$ cat src/hw/rtl/tdp_pkg.sv
// Package: shared constants and control types for the trial-division prime tester.
`timescale 1ns / 1ps
package tdp_pkg;

    localparam int NUMBER_BITS_DEF = 16;
    localparam int CAND_BITS       = 16;
    localparam int FIRST_DIVISOR   = 2;

    typedef struct packed {
        logic start;
    } t_div_ctl;

    typedef struct packed {
        logic done;
        logic rem_zero;
    } t_div_sts;

endpackage

$ cat src/hw/rtl/tdp_div.sv
// Bit-serial restoring remainder unit: one dividend bit per cycle.
`timescale 1ns / 1ps
module tdp_div #(
    parameter int NUMBER_BITS = tdp_pkg::NUMBER_BITS_DEF
) (
    input  logic                   i_clk,
    input  logic                   i_rst_n,
    input  tdp_pkg::t_div_ctl      i_ctl,
    input  logic [NUMBER_BITS-1:0] i_dividend,
    input  logic [NUMBER_BITS-1:0] i_divisor,
    output tdp_pkg::t_div_sts      o_sts
);
    import tdp_pkg::*;

    localparam int CNT_BITS = (NUMBER_BITS > 1) ? $clog2(NUMBER_BITS) : 1;

    logic                   r_busy;
    logic                   r_done;
    logic                   r_rem_zero;
    logic [CNT_BITS-1:0]    r_cnt;
    logic [NUMBER_BITS-1:0] r_rem;
    logic [NUMBER_BITS-1:0] r_shift;

    logic [NUMBER_BITS:0]   w_trial;
    logic [NUMBER_BITS:0]   w_next;

    assign w_trial = {r_rem, r_shift[NUMBER_BITS-1]};
    assign w_next  = (w_trial >= {1'b0, i_divisor}) ? (w_trial - {1'b0, i_divisor}) : w_trial;

    always_ff @(posedge i_clk) begin
        if (!i_rst_n) begin
            r_busy     <= 1'b0;
            r_done     <= 1'b0;
            r_rem_zero <= 1'b0;
            r_cnt      <= '0;
        end else begin
            r_done <= 1'b0;
            if (i_ctl.start) begin
                r_busy <= 1'b1;
                r_cnt  <= '0;
            end else if (r_busy) begin
                r_cnt <= r_cnt + 1'b1;
                if (r_cnt == CNT_BITS'(NUMBER_BITS - 1)) begin
                    r_busy     <= 1'b0;
                    r_done     <= 1'b1;
                    r_rem_zero <= (w_next == '0);
                end
            end
        end
    end

    always_ff @(posedge i_clk) begin
        if (i_ctl.start) begin
            r_rem   <= '0;
            r_shift <= i_dividend;
        end else if (r_busy) begin
            r_rem   <= w_next[NUMBER_BITS-1:0];
            r_shift <= {r_shift[NUMBER_BITS-2:0], 1'b0};
        end
    end

    assign o_sts.done     = r_done;
    assign o_sts.rem_zero = r_rem_zero;

endmodule

$ cat config.mk
export PLATFORM = sky130hd
export DESIGN_NAME = tdp_div
export DESIGN_NICKNAME = d
export VERILOG_FILES = /design/src/hw/rtl/tdp_pkg.sv /design/src/hw/rtl/tdp_div.sv
export SDC_FILE = /design/constraint.sdc
export NUM_CORES = 1
export LEC_CHECK = 0
export BUFFER_PORTS_ARGS = -buffer_cell sky130_fd_sc_hd__buf_2
export CAP_MARGIN = 20
export CELL_PAD_IN_SITES_DETAIL_PLACEMENT = 2
export CELL_PAD_IN_SITES_GLOBAL_PLACEMENT = 2
export CORE_MARGIN = 5
export CORE_UTILIZATION = 38
export DETAILED_ROUTE_END_ITERATION = 16
export PLACE_DENSITY_LB_ADDON = 0.1
export SLEW_MARGIN = 10
export SYNTH_ARGS = -nofsm -noshare
export SYNTH_HDL_FRONTEND = slang
export SYNTH_SLANG_ARGS = --single-unit
$ cat constraint.sdc
create_clock -name i_clk -period 5.1 [get_ports i_clk]
set_input_delay 0.765 -clock i_clk [delete_from_list [all_inputs] [get_ports i_clk]]
set_output_delay 0.765 -clock i_clk [all_outputs]
set_load 0.01 [all_outputs]
* Yosys cells after proc, flatten, opt, wreduce, memory -nomap -nowiden *
Cells that the tools add are included.

storage, ports and cells
  flip-flop bits (word level) = 39
  input port bits = 35
  output and inout bits = 2
  logic and storage cells = 25

operators by class
  add/sub/neg operators = 2
  $lt $le $gt $ge = 1
  equal/unequal tests = 1
  multiplexer cells = 7
  bitwise logic cells = 3
  reduce and logical (&&, ||, !) cells = 5

operators by type and width
  kind                                                            count
  16-bit 2-to-1 mux                                               2
  17-bit by 16-bit >= comparator with 1-bit output                1
  17-bit logical NOT                                              1
  17-bit 2-to-1 mux                                               1
  17-bit by 16-bit subtractor with 17-bit output                  1
  4-bit by 1-bit adder with 4-bit output (second input constant)  1
  4-bit equality test (second input constant)                     1
  1-bit 2-to-1 mux                                                4
  1-bit NOT                                                       3
  3-bit AND reduction                                             1
  3-bit OR reduction                                              1
  2-bit nonzero test                                              1
  2-bit OR reduction                                              1

* Depth between registers and ports, before layout *
  depth in word-level cells = 4
  mapped depth = 13
  depth with buffers taken out = 12

* Worst setup path after synthesis *
No wires, ideal clock.

  path kind = input -> register
  start = input i_divisor[14]
  end = register r_rem_zero
  library setup time = 0.084 ns
  arrival = 3.202 ns
  data required time = 5.016 ns
  setup slack = 1.814 ns
  stages = 10
  path buffers = 0
  path through = inv_1 ha_1 a21o_1 a211o_1 or3_1 a21o_1 and2_4 or4_1 a2111o_1 o31ai_2

on the way
  word-level cells in the longest chain between the ends = 3
  elaborated cells on any way between the ends = 4
  those cells by class = 1 x add/sub; 1 x order compare; 1 x mux; 1 x reduce/logical

RTL lines
  item                                                                                                                RTL line       text
  from (decl)                                                                                                         tdp_div.sv:10  input logic [NUMBER_BITS-1:0] i_divisor,
  17-bit by 16-bit subtractor with 17-bit output or 17-bit by 16-bit >= comparator with 1-bit output (tied branches)  tdp_div.sv:28  assign w_next = (w_trial >= {1'b0, i_divisor}) ? (w_trial - {1'b0, i_divisor}) : w_trial;
  17-bit 2-to-1 mux (*)                                                                                               tdp_div.sv:28
  17-bit logical NOT (*)                                                                                              tdp_div.sv:46  r_rem_zero <= (w_next == '0);
  to (signal assigned)                                                                                                tdp_div.sv:46
  to (decl)                                                                                                           tdp_div.sv:19  logic r_rem_zero;

Every way passes the cells marked *; elsewhere a longest branch is shown, timed or not.
A chain may end at the register's enable or synchronous reset.

* Worst setup path in the final report *
  start = input i_divisor[12]
  end = register r_rem_zero

The elaborated chain is that of the path after synthesis.

==> results_dict.tcl <==
set metrics [dict create \
    outcome "finished, final reports clean" \
    netlist_top_cells_area "edfxtp_1, dfxtp_1, ha_1, mux2_2, nor2_1" \
    num_io_pins 37 \
    cp-end-kind "register" \
    period_needed_ns 3.63 \
    synth_warnings 0 \
    cts_tree "built" \
    arrival_ns 3.83 \
    avgRoutedWirePerCell_um 18.9 \
    skew_ns 0.00578 \
    antenna_found_initial 0 \
    crit_family "simple AND/OR/NAND/NOR gates" \
    cts_hold_buf 0 \
    gp_congestion 0.843 \
    cp.required_ns 5.30 \
    finalHoldViolCount 0 \
    p_leak_nw 1.32 \
    synth_area_sq_um 2690 \
    yosys_register_bits 39 \
    seq_area_sq_um 941 \
    final_cells 426 \
    p_per_area_nw_per_um2 304 \
    cts_resized 0 \
    synth_enable_flop_cells 16 \
    vias 2381 \
    maxCapViolations 0 \
    clock_path_buffers 2 \
    fillCellCount 790 \
    io_buffers 36 \
    yosysTopAreaCell "edfxtp_1" \
    num_antenna_cells 0 \
    dpl.hpwl_um 6330 \
    coreArea_sq_um 6830 \
    drcViolationCount 0 \
    clk_pin_slew_ns 0.07 \
    synth_top_area_share 0.179 \
    synth_cells 302 \
    peakVddDrop_v 0.000123 \
    final_nets 382 \
    report.final.slew_viol_count 0 \
    critical_path_buf_inv_count 2 \
    clock-root-buffer "clkbuf_8" \
    grt_max_degree 38 \
    slew_headroom 0.510 \
    ant_nets 0 \
    crit_path_start_kind "input port" \
    fin_util 0.448 \
    initial_core_util 0.394 \
    ys.flop_type "dfxtp_1" \
    cp_cell_sequence "buf_2 -> inv_1 -> ha_1 -> nand4_1 -> nor4_1 -> or3_1 -> a21o_1 -> nand2_1 -> or4_1 -> a2111o_1 -> o31ai_2" \
    finalCritPeriodShare 0.711 \
    worstSetupPathType "in -> reg" \
    cp_max_fo 20 \
    synth.yosys.seq_area_share 0.350 \
    synth_nets 355 \
    area_delta_synth_final_pct 13.6 \
    clkSinkCount 39 \
    drtIter0Drc 85 \
    cts_max_level 2 \
    cts_buffers 5 \
    finalSetupViolCount 0 \
    fmax_ghz 0.276 \
    ys_types 55 \
    cp_slowest_cell "or4_1" \
    multi_input_area_sq_um 1600 \
    tightestPinTransition_ns 0.735 \
    clock_latency_ns 0.29 \
    via_per_inst 5.59 \
    grt_pass1_vias 2598 \
    wl_um 8070 \
    grt.total_usage 0.191 \
    rsz0062_at_grt "no" \
    grt_overflow 0 \
    first_pass_iters 4 \
    grt_pass1_wl_um 13200 \
    placementRows 30 \
    cp_slowest_stage_delay_ns 0.65 \
    async_flop_share 0 \
    synth_most_common_cell "nor2_1" \
    die_y_um 94.2 \
    postSynthAreaPerCell_sq_um 8.91 \
    synthTopCellsByCount "nor2_1, dfxtp_1, inv_1, nand2_1, ha_1" \
    die_w_um 94.2 \
    tns_ns 0 \
    fp.dieArea_sq_um 8870 \
    drive_above_1_share 0.197 \
    postCtsSetupRepairBufs 0 \
    hp-class "reg -> reg" \
    placed_cells 418 \
    holdWs_ns 0.515 \
]
## where the power goes
group	internal [mW]	switching, mW
combinational	0.103	0.147
clock	0.196	0.109
sequential	0.353	0.0216
total	0.651	0.278
## worst paths after layout
| check | from | end | slack [ns] | cells past startpoint |
|---|---|---|---|---|
| setup / recovery | i_divisor[12] | r_rem_zero | 1.47 | 11 |
| hold / removal | r_rem[14] | r_rem[14] | 0.51 | 2 |
| hold reg to reg | r_rem[14] | r_rem[14] | 0.51 | 2 |
| setup reg to reg | r_rem[11] | r_rem_zero | 1.66 | 9 |
## flip-flops by register name, summed over array words and instances (netlist names)
register	count
r_rem	16
r_rem_zero	1
r_busy	1
r_done	1
r_cnt	4
r_shift	16
## logic make-up after synthesis
logic type	Yosys count	share of synthesized area
adders and majority gates	18	0.0865
xor gates and xnor gates	14	0.0456
muxes	23	0.0934
DFF	39	0.350
AOI/OAI and AO/OA	72	0.191
buffers and inverters	37	0.0553
and+or+nand+nor	99	0.179
## worst reg2reg max path, delay by kind of cell (launching register included)
family | cells | cell delay [ns]
fa+ha+maj | 1 | 0.46
flops | 1 | 0.37
simple gates | 5 | 1.80
compound gates | 3 | 0.73
## final cells by class
type                       instances  area share
clock buffer                       6      0.0237
clock inverter                     2      0.0196
inverter                          20      0.0245
multi-input combinational        226       0.524
sequential                        39       0.308
tap                               96      0.0393
timing repair buffer              37      0.0614
## layer usage
| metal | routed length, um | track usage |
|---|---|---|
| met5 | 0 | 0 |
| met4 | 176 | 0.0493 |
| met3 | 177 | 0.0304 |
| met2 | 4000 | 0.334 |
| met1 | 3710 | 0.244 |
## through the flow
step | total power, mW | setup slack, ns | instance area, sq um
floorplan | 0.551 | 1.81 | 2690
global placement | 0.619 | 1.28 | 2930
detailed placement | 0.630 | 1.14 | 2930
CTS | 0.938 | 1.44 | 3060
global route | 0.983 | 1.18 | 3060
finish | 0.928 | 1.47 | 3060
## cell usage in the layout, fill, tap and decap left out, drive strengths merged, types with 6 or more instances in the layout
master | Yosys | final
ha | 17 | 17
a21oi | 14 | 14
mux2 | 17 | 17
nand2 | 20 | 20
edfxtp | 16 | 16
nand4 | 8 | 8
a211oi | 7 | 7
buf | 5 | 37
nor2 | 37 | 37
o21ai | 11 | 11
dfxtp | 23 | 23
xor2 | 9 | 9
mux2i | 6 | 6
inv | 20 | 20
clkbuf | 12 | 6
a21o | 7 | 7
Power figures use the tool's default switching activity.
